[src/brb_pkg.sv]
// Shared types and constants of the byte ring buffer with bursts.
package brb_pkg;

  // Command codes as they arrive on the input channel.
  localparam logic [3:0] CMD_OPEN_WR  = 4'd0;
  localparam logic [3:0] CMD_WR_BYTE  = 4'd1;
  localparam logic [3:0] CMD_OPEN_RD  = 4'd2;
  localparam logic [3:0] CMD_RD_BYTE  = 4'd3;
  localparam logic [3:0] CMD_OPEN_PK  = 4'd4;
  localparam logic [3:0] CMD_PK_BYTE  = 4'd5;
  localparam logic [3:0] CMD_SKIP     = 4'd6;
  localparam logic [3:0] CMD_COMMIT   = 4'd7;
  localparam logic [3:0] CMD_STATUS   = 4'd8;

  // Port widths of the request and result fields.
  localparam int CMD_W   = 4;
  localparam int LEN_W   = 16;
  localparam int BYTE_W  = 8;
  localparam int STAT_W  = 2;
  localparam int CNT_W   = 13;
  localparam int IDX_W   = 12;
  // Width that holds any request length and any depth for compares.
  localparam int CMP_W   = 17;

  // Entries in the queue between front and back.
  localparam int QDEPTH  = 2;

  typedef enum logic [1:0] {
    KIND_NONE,
    KIND_WRITE,
    KIND_READ,
    KIND_PEEK
  } kind_t;

  typedef enum logic [2:0] {
    OP_OPEN,
    OP_BYTE,
    OP_SKIP,
    OP_COMMIT,
    OP_NOP
  } op_t;

  typedef enum logic [1:0] {
    ST_OK,
    ST_SHORT,
    ST_TOO_LONG,
    ST_NO_BURST
  } status_t;

  // A classified request as it travels from the front to the back.
  typedef struct packed {
    op_t                op;
    kind_t              kind;
    logic               too_long;
    logic [LEN_W-1:0]   len;
    logic [BYTE_W-1:0]  data;
  } req_t;

endpackage

[src/brb_queue.sv]
// Short request queue between the front end and the back end.
module brb_queue (
  input  logic                    clk,
  input  logic                    rst_n,
  input  logic                    push,
  input  brb_pkg::req_t           push_req,
  output logic                    full,
  input  logic                    pop,
  output logic                    q_valid,
  output brb_pkg::req_t           q_req
);
  import brb_pkg::*;

  localparam int QAW = (QDEPTH > 1) ? $clog2(QDEPTH) : 1;
  localparam int QCW = $clog2(QDEPTH + 1);

  req_t            entries [QDEPTH];
  logic [QAW-1:0]  wr_ptr_r;
  logic [QAW-1:0]  rd_ptr_r;
  logic [QCW-1:0]  count_r;

  function automatic logic [QAW-1:0] ptr_inc(input logic [QAW-1:0] p);
    logic [QAW-1:0] r;
    if (p == QAW'(QDEPTH - 1)) begin
      r = '0;
    end else begin
      r = p + 1'b1;
    end
    return r;
  endfunction

  assign full    = count_r == QCW'(QDEPTH);
  assign q_valid = count_r != '0;
  assign q_req   = entries[rd_ptr_r];

  always_ff @(posedge clk) begin
    if (!rst_n) begin
      wr_ptr_r <= '0;
      rd_ptr_r <= '0;
      count_r  <= '0;
    end else begin
      if (push) begin
        wr_ptr_r <= ptr_inc(wr_ptr_r);
      end
      if (pop) begin
        rd_ptr_r <= ptr_inc(rd_ptr_r);
      end
      if (push && !pop) begin
        count_r <= count_r + 1'b1;
      end else if (pop && !push) begin
        count_r <= count_r - 1'b1;
      end
    end
  end

  always_ff @(posedge clk) begin
    if (push) begin
      entries[wr_ptr_r] <= push_req;
    end
  end

  a_no_push_full: assert property (@(posedge clk) disable iff (!rst_n)
    push |-> !full)
    else $error("request pushed into a full queue");

  a_no_pop_empty: assert property (@(posedge clk) disable iff (!rst_n)
    pop |-> q_valid)
    else $error("request popped from an empty queue");

endmodule

[config.mk]
export PLATFORM = sky130hd
export DESIGN_NAME = brb_queue
export DESIGN_NICKNAME = d
export VERILOG_FILES = /design/src/brb_pkg.sv /design/src/brb_queue.sv
export SDC_FILE = /design/constraint.sdc
export NUM_CORES = 1
export LEC_CHECK = 0
export BUFFER_PORTS_ARGS = -buffer_cell sky130_fd_sc_hd__buf_2
export CAP_MARGIN = 20
export CORE_MARGIN = 3
export CORE_UTILIZATION = 46
export DETAILED_ROUTE_END_ITERATION = 8
export PLACE_DENSITY = 0.74
export SYNTH_ARGS = -nofsm -noshare
export SYNTH_HDL_FRONTEND = slang
export SYNTH_SLANG_ARGS = --single-unit
[constraint.sdc]
create_clock -name clk -period 2.1 [get_ports clk]
set_clock_uncertainty 0.2 [all_clocks]
set_input_delay 0.105 -clock clk [delete_from_list [all_inputs] [get_ports clk]]
set_output_delay 0.105 -clock clk [all_outputs]
set_load 0.005 [all_outputs]
### Word-level counts from Yosys, hierarchy flattened

Memory sizes are Yosys's and may differ from the RTL's. A register that Yosys moved wholly into a read port is not among the register bits.
Index checks and enable logic that the tools add are counted.

* register bits after elaboration: 4
* latch bits: 0
* bits in writable memories: 60
* memory bits (read-only): 0
* input port bits: 34
* output and inout port bits: 32
* word-level logic and storage cells: 23
* memories: 1

Memories
* entries: depth 2, width 30, read ports 1, clocked after Yosys merged registers in 1, write ports 1, RTL line brb_queue.sv:17 `req_t entries [QDEPTH];`

* add/sub/neg operators: 4
* $mul: 0
* divide/modulo/power cells: 0
* order comparisons: 0
* eq/ne operators: 1
* shift-type cells: 0
* multiplexer cells: 8
* bitwise logic cells: 0
* reduce and logical (&&, ||, !) cells: 6

Operators by type and width (count)
* $mux 1: 6
* $mux 2: 2
* $reduce_bool 2->1: 2
* $add 1x1->1 const B: 2
* $add 2x1->2 const B: 1
* $eq 2x2->1 const B: 1
* $logic_and 1x1->1: 2
* $logic_not 1->1: 2
* $sub 2x1->2 const B: 1

### Depth between registers and ports, before layout

* depth in word-level cells: 4
* gate-level depth with buffers: 5
* depth with buffers taken out: 5

### Worst setup path before layout

OpenSTA, ideal clock, no wires.

* path type: reg-to-reg
* start point: reg wr_ptr_r
* end point: mem entries[0][0] (netlist bit) (enable)
* library setup time: 422 ps
* data arrival time: 1689 ps
* data required time: 1478 ps
* slack: -211 ps
* cell stages (with the launch flop): 2
* path buffers: 0
* clock period less this slack: 2311 ps
* path through: dfxtp_1 > nor2b_1

RTL lines
* from (decl): RTL line brb_queue.sv:18 `logic [QAW-1:0] wr_ptr_r;`
* from (signal assigned): RTL line brb_queue.sv:43 `wr_ptr_r <= ptr_inc(wr_ptr_r);`
* to (decl): RTL line brb_queue.sv:17

No word-level cell before the write port.

==> results.py <==
metrics = {
    "run_status": {
        "status": "finished clean",
    },
    "global_routing": {
        "grt_max_degree": 21,
        "grt_pass1_wl_um": 7420,
        "antenna_found_initial": 0,
        "grt_pass1_vias": 1565,
        "track_usage_pct": 16.8,
        "grt_overflow_total": 0,
    },
    "route": {
        "drt_first_iter_violations": 41,
        "wl_um": 4630,
        "first_pass_iters": 5,
        "num_vias": 1408,
        "vias_per_cell": 4.68,
        "final_antenna_net_count": 0,
        "wire_per_inst_um": 15.4,
        "drc": 0,
    },
    "clocking": {
        "cts_root_buffer": "clkbuf_8",
        "clk_pin_slew_ns": 0.07,
        "cts_sinks": 65,
        "cts_max_level": 3,
        "cts_tree": "yes",
        "postCtsResizedCells": 0,
        "cts_buffer_depth": 2,
        "clock_latency_ns": 0.32,
        "post_cts_buffers": 0,
        "cts_buffers": 9,
    },
    "timing": {
        "setup_viol": 0,
        "setup_tns_ns": 0,
        "fmax_mhz": 570,
        "fin_crit_sh_pct": 83.5,
        "holdWs_ns": 0.303,
        "hold_viol": 0,
        "tightestPinTransition_ns": 0.413,
        "post-route-min-period_ns": 1.75,
        "worst_slack_ns": 0.347,
        "slew_headroom_pct": 72.5,
        "slew_viol_final": 0,
        "rsz0062_at_grt": "no",
    },
    "synthesis": {
        "syn_area_per_cell_um2": 20.7,
        "yosysWarningCount": 0,
        "seq_area_frac_synth_pct": 80.0,
        "syn_inst": 115,
        "ys_seq_elements": 65,
        "syn_area_mm2": 0.00238,
        "synthDistinctLibCells": 16,
        "synth_nets": 150,
    },
    "final_layout": {
        "syn2layout_area_growth_pct": 41.0,
        "diodes": 0,
        "most-common-layout-cells": "buf_2 (65), edfxtp_1 (60), dlygate4sd3_1 (34)",
        "finalNetCount": 264,
        "mostFrequentLayoutCell": "buf_2",
        "drive_gt1_share_pct": 50.4,
        "fin_area_mm2": 0.00335,
    },
    "worst_setup_path": {
        "arrival_ns": 1.45,
        "r2r_cells": 2,
        "worst_setup_path_start_kind": "flop",
        "crit_fanout": 20,
        "cp_slowest_cell": "mux2_2",
        "slowest_delay_ns": 0.38,
        "critPathKind": "reg -> out",
        "crit_required_ns": 1.79,
        "r2r_slack_ns": 0.56,
        "crit_path_end_kind": "primary output",
        "crit_chain": "buf_4 -> mux2_2 -> buf_2",
    },
    "placed_design": {
        "io_buffer_count": 65,
        "placedInstanceArea_mm2": 0.00283,
        "gp_congestion": 0.654,
        "hpwl_um": 2910,
        "dp_slack_ns": 0.544,
    },
    "floorplanning": {
        "die_area_mm2": 0.00606,
        "die_y_um": 77.9,
        "coreArea_mm2": 0.00485,
        "rows": 25,
        "initial_utilization_pct": 49.0,
        "die_w_um": 77.9,
        "io_pins": 66,
    },
    "power": {
        "ir_drop_mv": 0.617,
        "p_leak_uw": 0.00130,
        "power_density_mw_per_mm2": 843,
    },
    "min_path": {
        "min_path_type": "in -> reg",
        "hold_depth": 2,
    },
    "run": {
        "maxCapViolCount": 0,
    },
}
cell families after synthesis:
group	count (synthesis)	share of synthesized area, %
flip-flops	65	80.0
multiplexers	30	14.2
AND/OR/NAND/NOR	9	2.48
buffers and inverters	4	0.790
AO/OA/AOI/OAI	3	0.843
XOR/XNOR	3	1.11
adder cells (fa/ha/maj)	1	0.527
synth_stat cells:
cell type  number  area share, %
nor2b_1         2           0.53
inv_1           1           0.16
or3_1           1           0.26
xnor2_1         1           0.37
and2b_2         1           0.37
ha_1            1           0.53
mux2_2         30             14
and2_1          4            1.1
buf_2           3           0.63
o21a_1          1           0.32
or2_2           1           0.26
a21boi_1        1           0.32
o21ai_0         1           0.21
xor2_1          2           0.74
edfxtp_1       60             76
dfxtp_1         5            4.2
cell type report:
type | instances | area (µm²)
Multi-Input combinational cell | 46 | 458
Clock buffer | 9 | 124
Clock inverter | 7 | 61.3
Tap cell | 67 | 83.8
Sequential cell | 65 | 1900
Timing Repair Buffer | 106 | 718
Inverter | 1 | 3.75
Fill cell | 329 | 1500
registers in the layout, summed over array words and instances, names as in the netlist, named ones only:
signal,cells
wr_ptr_r,1
rd_ptr_r,1
count_r,2
entries,60
through the flow:
stage / total power [µW] / instances / util (%)
final: 2820 / 301 / 69.1
after global routing: 2950 / 301 / 69.1
after global placement: 1820 / 251 / 58.3
after CTS: 2860 / 301 / 69.1
after detailed placement: 1830 / 251 / 58.3
after floorplan: 1690 / 115 / -
repair_timing:
action                                  CTS  global route
endpoints found under the hold margin    65             0
hold buffers                             34             0
endpoints found under the setup margin    0             0
metal layers:
layer	wire length [µm]	vias to the layer above	GRT usage [%]
met1	1840	674	17.6
met4	73	0	8.01
met5	0	-	0
met2	2440	55	29.9
li1	-	670	-
met3	281	9	5.68
report_power, final:
part / switching, µW / total [µW] / internal [µW]
clock: 439 / 972 / 533
combinational: 140 / 338 / 198
sequential: 21.3 / 1510 / 1490
critical path: cells and delay by family, from the launching register on:
| kind | cells | cell delay [ns] |
|---|---|---|
| buf+inv | 2 | 0.41 |
| flops | 1 | 0.33 |
| mux | 1 | 0.38 |
path summary, 6_finish.rpt:
kind | startpoint | end
max | flop | q_req[1]
min | push_req[23] | entries[1][23]
max reg2reg | wr_ptr_r | entries[1][11]
min reg2reg | count_r[1] | count_r[1]
Power figures use the tool's default switching activity.
