<file path="config.mk">
export PLATFORM = sky130hd
export DESIGN_NAME = brb_front
export DESIGN_NICKNAME = d
export VERILOG_FILES = /design/src/brb_pkg.sv /design/src/brb_front.sv
export SDC_FILE = /design/constraint.sdc
export NUM_CORES = 1
export LEC_CHECK = 0
export BUFFER_PORTS_ARGS = -buffer_cell sky130_fd_sc_hd__buf_2
export CAP_MARGIN = 20
export CORE_MARGIN = 2
export CORE_UTILIZATION = 40
export CTS_CLUSTER_DIAMETER = 50
export DETAILED_ROUTE_END_ITERATION = 7
export PLACE_DENSITY = 0.76
export SYNTH_ARGS = -nofsm -noshare
export SYNTH_HDL_FRONTEND = slang
export SYNTH_SLANG_ARGS = --single-unit
</file>
<file path="constraint.sdc">
create_clock -name clk -period 3.03 [get_ports clk]
set_clock_uncertainty 0.2 [all_clocks]
set_input_delay 0 -clock clk [delete_from_list [all_inputs] [get_ports clk]]
set_output_delay 0 -clock clk [all_outputs]
set_load 0.01 [all_outputs]
</file>
<file path="src/brb_pkg.sv">
// Shared types and constants of the byte ring buffer with bursts.
package brb_pkg;

  // Command codes as they arrive on the input channel.
  localparam logic [3:0] CMD_OPEN_WR  = 4'd0;
  localparam logic [3:0] CMD_WR_BYTE  = 4'd1;
  localparam logic [3:0] CMD_OPEN_RD  = 4'd2;
  localparam logic [3:0] CMD_RD_BYTE  = 4'd3;
  localparam logic [3:0] CMD_OPEN_PK  = 4'd4;
  localparam logic [3:0] CMD_PK_BYTE  = 4'd5;
  localparam logic [3:0] CMD_SKIP     = 4'd6;
  localparam logic [3:0] CMD_COMMIT   = 4'd7;
  localparam logic [3:0] CMD_STATUS   = 4'd8;

  // Port widths of the request and result fields.
  localparam int CMD_W   = 4;
  localparam int LEN_W   = 16;
  localparam int BYTE_W  = 8;
  localparam int STAT_W  = 2;
  localparam int CNT_W   = 13;
  localparam int IDX_W   = 12;
  // Width that holds any request length and any depth for compares.
  localparam int CMP_W   = 17;

  // Entries in the queue between front and back.
  localparam int QDEPTH  = 2;

  typedef enum logic [1:0] {
    KIND_NONE,
    KIND_WRITE,
    KIND_READ,
    KIND_PEEK
  } kind_t;

  typedef enum logic [2:0] {
    OP_OPEN,
    OP_BYTE,
    OP_SKIP,
    OP_COMMIT,
    OP_NOP
  } op_t;

  typedef enum logic [1:0] {
    ST_OK,
    ST_SHORT,
    ST_TOO_LONG,
    ST_NO_BURST
  } status_t;

  // A classified request as it travels from the front to the back.
  typedef struct packed {
    op_t                op;
    kind_t              kind;
    logic               too_long;
    logic [LEN_W-1:0]   len;
    logic [BYTE_W-1:0]  data;
  } req_t;

endpackage

</file>
<file path="src/brb_front.sv">
// Front end: takes requests from the input channel and classifies them.
module brb_front #(
  parameter int DEPTH = 4096
) (
  input  logic                    clk,
  input  logic                    rst_n,
  input  logic                    in_valid,
  output logic                    in_stall,
  input  logic [3:0]              in_cmd,
  input  logic [15:0]             in_length,
  input  logic [7:0]              in_data_in,
  output logic                    fr_valid,
  output brb_pkg::req_t           fr_req,
  input  logic                    q_full
);
  import brb_pkg::*;

  logic  valid_r;
  req_t  req_r;
  req_t  req_nxt;
  logic  accept;
  logic  push;

  assign push     = valid_r && !q_full;
  assign in_stall = valid_r && q_full;
  assign accept   = in_valid && !in_stall;

  always_comb begin
    req_nxt.len      = in_length;
    req_nxt.data     = in_data_in;
    req_nxt.too_long = {1'b0, in_length} > CMP_W'(DEPTH);
    case (in_cmd)
      CMD_OPEN_WR: begin
        req_nxt.op   = OP_OPEN;
        req_nxt.kind = KIND_WRITE;
      end
      CMD_WR_BYTE: begin
        req_nxt.op   = OP_BYTE;
        req_nxt.kind = KIND_WRITE;
      end
      CMD_OPEN_RD: begin
        req_nxt.op   = OP_OPEN;
        req_nxt.kind = KIND_READ;
      end
      CMD_RD_BYTE: begin
        req_nxt.op   = OP_BYTE;
        req_nxt.kind = KIND_READ;
      end
      CMD_OPEN_PK: begin
        req_nxt.op   = OP_OPEN;
        req_nxt.kind = KIND_PEEK;
      end
      CMD_PK_BYTE: begin
        req_nxt.op   = OP_BYTE;
        req_nxt.kind = KIND_PEEK;
      end
      CMD_SKIP: begin
        req_nxt.op   = OP_SKIP;
        req_nxt.kind = KIND_NONE;
      end
      CMD_COMMIT: begin
        req_nxt.op   = OP_COMMIT;
        req_nxt.kind = KIND_NONE;
      end
      CMD_STATUS: begin
        req_nxt.op   = OP_NOP;
        req_nxt.kind = KIND_NONE;
      end
      default: begin
        // Unused codes report status only.
        req_nxt.op   = OP_NOP;
        req_nxt.kind = KIND_NONE;
      end
    endcase
  end

  always_ff @(posedge clk) begin
    if (!rst_n) begin
      valid_r <= 1'b0;
    end else if (accept) begin
      valid_r <= 1'b1;
    end else if (push) begin
      valid_r <= 1'b0;
    end
  end

  always_ff @(posedge clk) begin
    if (accept) begin
      req_r <= req_nxt;
    end
  end

  assign fr_valid = valid_r;
  assign fr_req   = req_r;

endmodule

</file>
* Word level (Yosys, flattened, before mapping)
Memories as Yosys holds them, arrays and structs flattened. A register that Yosys moved wholly into a read port is not among the register bits.
Cells that the tools add are included.
** Word-level totals
- Register bits :: 26
- ROM bits :: 80
- Bits of input ports :: 32
- Output and inout bits :: 32
- Logic and storage cells :: 14
- Memories kept :: 1
** Memories
- (name not given) :: words 16, width 5, rd ports 1, clocked after memory_dff 1, write ports 0, RTL line brb_front.sv:32 : case (in_cmd)
** Operators by class
- Order comparisons :: 1
- Multiplexer cells :: 2
- Reductions and logical operators :: 6
** Operators by type and width (number)
- $gt 16x13->1 const B :: 1
- $logic_and 1x1->1 :: 3
- $logic_not 1->1 :: 2
- $mux 1 :: 2
- $reduce_bool 2->1 :: 1

* Depth between registers and ports, before layout
- Depth after elaboration :: 4
- Depth in mapped cells :: 3
- Depth with buffers taken out :: 3

* Worst setup path before layout
Ideal clock, no wire load.
- Path type :: reg-to-reg
- Start :: reg valid_r (netlist: fr_valid)
- End :: reg req_r, in the netlist fr_req[0] (enable)
- Arrival :: 1.891 ns
- Data required time :: 2.410 ns
- Path slack :: 0.518 ns
- Cell stages (with the launch flop) :: 3
- Buffers on the path :: 0
- Period minus slack after synthesis :: 2.512 ns
- Path through :: dfxtp_1 > and2_1 > nor2b_1
** Between the ends
- Longest elaborated chain between the ends :: 3
** Ends and longest elaborated chain
- from (decl) :: RTL line brb_front.sv:18 : logic valid_r;
- from (signal assigned) :: RTL line brb_front.sv:79 : valid_r <= 1'b0;
- from (signal assigned) :: RTL line brb_front.sv:81 : valid_r <= 1'b1;
- from (signal assigned) :: RTL line brb_front.sv:83 : valid_r <= 1'b0;
- $logic_and 1x1->1 :: RTL line brb_front.sv:25 : assign in_stall = valid_r && q_full;
- named net in_stall :: RTL line brb_front.sv:8 : output logic in_stall,
- $logic_not 1->1 :: RTL line brb_front.sv:26 : assign accept = in_valid && !in_stall;
- $logic_and 1x1->1 :: RTL line brb_front.sv:26
- named net accept :: RTL line brb_front.sv:21 : logic accept;
- to (signal assigned) :: RTL line brb_front.sv:89 : req_r <= req_nxt;
- to (decl) :: RTL line brb_front.sv:19 : req_t req_r;
The timed path passes the listed nets, and every way through them passes these cells.
A chain may end at the register's enable or synchronous reset.

* Worst setup path in the final report
- Start :: reg valid_r (netlist: fr_valid)
- End :: reg req_r, in the netlist fr_req[19] (enable)
** Between the ends
- Longest elaborated chain between the ends :: 3
** Ends and longest elaborated chain (RTL line)
- $logic_and 1x1->1 :: brb_front.sv:25
- $logic_not 1->1 :: brb_front.sv:26
- $logic_and 1x1->1 :: brb_front.sv:26
- named net accept :: brb_front.sv:21
The timed path passes the listed nets, and every way through them passes these cells.

==> run summary <==
register area share after synthesis: 0.914
CTS H-Tree Depth: 2
crit path from: fr_valid
area leader, netlist: edfxtp_1
clock buffer depth: 2
Worst EP required: 2840 ps
Post-synth EDFFs: 30
die footprint: 2940 um^2
cells resized by post-CTS repair: 0
Unique masters post-synth: 11
DRT Pass-1 Iters: 4
setup_tns: 0 ps
Core ar.: 2430 um^2
CP startpoint kind: flop
CTS Root Cell: clkbuf_4
worst-margin pin slew: 667 ps
CTS Hold Bufs: 30
Crit. End Element: flop
hold_sp: in_valid
Synthesis Warnings: 0
Final Hold Vio Count: 0
Fmax: 530 MHz
Post-synth ARST share: 0
Leak Pwr: 0.735 nW
# diodes: 0
routed len/inst: 14.6 um
largest net degree at the start of global routing: 18
routed wire length: 2560 um
IO Pins: 64
Slew headroom: 0.553
Mapped Area: 1010 um^2
CTS clock-pin slew for the worst setup and hold paths: 90 ps
Setup CP Type: flop to flop
die height: 54.2 um
total of max-cap violations: 0
maximum vdd drop: 0.330 mV
max-slew violation count: 0
DR DRC count: 0
FF-to-FF path depth: 3
vias in the first global route: 790
Post-Syn Nets: 76
postcts setup bufs: 0
Synth top cells by count: 30 x edfxtp_1, 3 x nor4_1, 2 x nor2_1, 2 x nor2b_1
crit path DAT: 1690 ps
DR iter-0 viols: 12
hold-critical path depth: 2
flops & latches, synth: 31
status: completed
GR Util All Layers: 0.194
Clk Latency, worst-skew pair: 310 ps
Final min period: 1890 ps
number of CTS-inserted buffers: 5
Initial Utilization: 0.414
Crit Reg-Reg Startpoint: fr_valid
layout cells sized above 1: 0.490
Synth area leaders: edfxtp_1 89%, dfxtp_1 2.0%, nor4_1 1.9%
Final Cycle Share: 0.623
NumNets Final: 177
Syn Inst Count: 44
CP Max Fanout: 17
PD cells: 481 nW/um^2
Hold WC Path Type: input port to flop
synthesized area per cell: 22.9 um^2
hold worst-path end: fr_req[25]
Antenna Violating Nets Remaining: 0
Finish-stage setup viols: 0
area grow syn2layout: 70.4%
first-pass GRT wire length: 3620 um
row count: 18
flop-to-flop setup slack: 1140 ps
initial antenna violation count: 0
RSZ-0062 raised after global routing: false
CTS tree: built
hold slack: 36.6 ps
port bufs: 63
DR vias: 808
clk sink count: 31
cell with the most instances after synthesis: edfxtp_1
GPL Wtd Cong: 0.766
Congestion Overflow GR: 0
die width: 54.2 um
vias per cell: 4.62
r2r endpoint: fr_req[19]
Synth Flop Type: edfxtp_1
share of the synthesized area in the top cell type: 0.894
==> kinds of logic after synthesis <==
kind of cell	Yosys count	synth area share
simple gates	10	0.0584
compound gates	2	0.0186
flops	31	0.914
xor+xnor	1	0.00870
==> worst max-delay path: stages, from the launching register on <==
cell and delay (ps):
dfxtp_1 310, and2_1 160, nor2b_2 550, buf_4 370
==> placed cells by master (no fill, tap or decap) <==
cell type and n:
a2111o_1 1, and2_1 1, and3b_1 1, buf_2 63, buf_4 1, clkbuf_4 5, clkinv_1 1, clkinv_2 1
dfxtp_1 1, dlygate4sd3_1 30, edfxtp_1 30, nand3_1 1, nor2_1 2, nor2b_1 1, nor2b_2 1, nor4_1 3
o21a_1 1, xnor2_1 1
==> flip-flops by register name (all words and copies together) (netlist names) <==
| name | cells |
|---|---|
| fr_req | 30 |
| fr_valid | 1 |
==> how the worst max path moves through the flow <==
stage	endpoint	slack, ps	cells past startpoint
3_3_place_gp	fr_req[11]	1210	3
5_1_grt	fr_req[19]	1010	3
3_5_place_dp	fr_req[14]	1160	3
4_1_cts	fr_req[18]	1140	3
6_report	fr_req[19]	1140	3
2_1_floorplan	fr_req[0]	520	2
==> stage by stage <==
step | worst slack [ps] | instances | total power (W) | util | area [um^2]
global route | 1010 | 175 | 0.000860 | 0.706 | 1720
detailed placement | 1160 | 138 | 0.000594 | 0.563 | 1370
global placement | 1210 | 138 | 0.000590 | 0.563 | 1370
CTS | 1140 | 175 | 0.000824 | 0.706 | 1720
floorplan | 518 | 44 | 0.000543 | - | 1010
finish | 1140 | 175 | 0.000825 | 0.706 | 1720
==> where the power goes <==
| part | internal (W) | leakage, nW | switching, W | total [W] |
|---|---|---|---|---|
| clock network | 0.0000820 | 0.0285 | 0.000127 | 0.000209 |
| logic | 0.0000604 | 0.408 | 0.0000493 | 0.000110 |
| registers | 0.000499 | 0.298 | 0.00000668 | 0.000506 |
==> per-layer routing <==
metal / share of wire / global-route usage
met1: 0.37 / 0.189
met2: 0.51 / 0.347
met3: 0.075 / 0.0389
met4: 0.044 / 0.158
met5: 0 / 0
==> cell type report <==
class                      count  area, um^2
timing repair buffer          94         623
clock buffer                   5        37.5
clock inverter                 2        8.76
multi-input combinational     13        88.8
sequential                    31         921
tap                           30        37.5
fill                         172         716
Power figures use the tool's default switching activity.
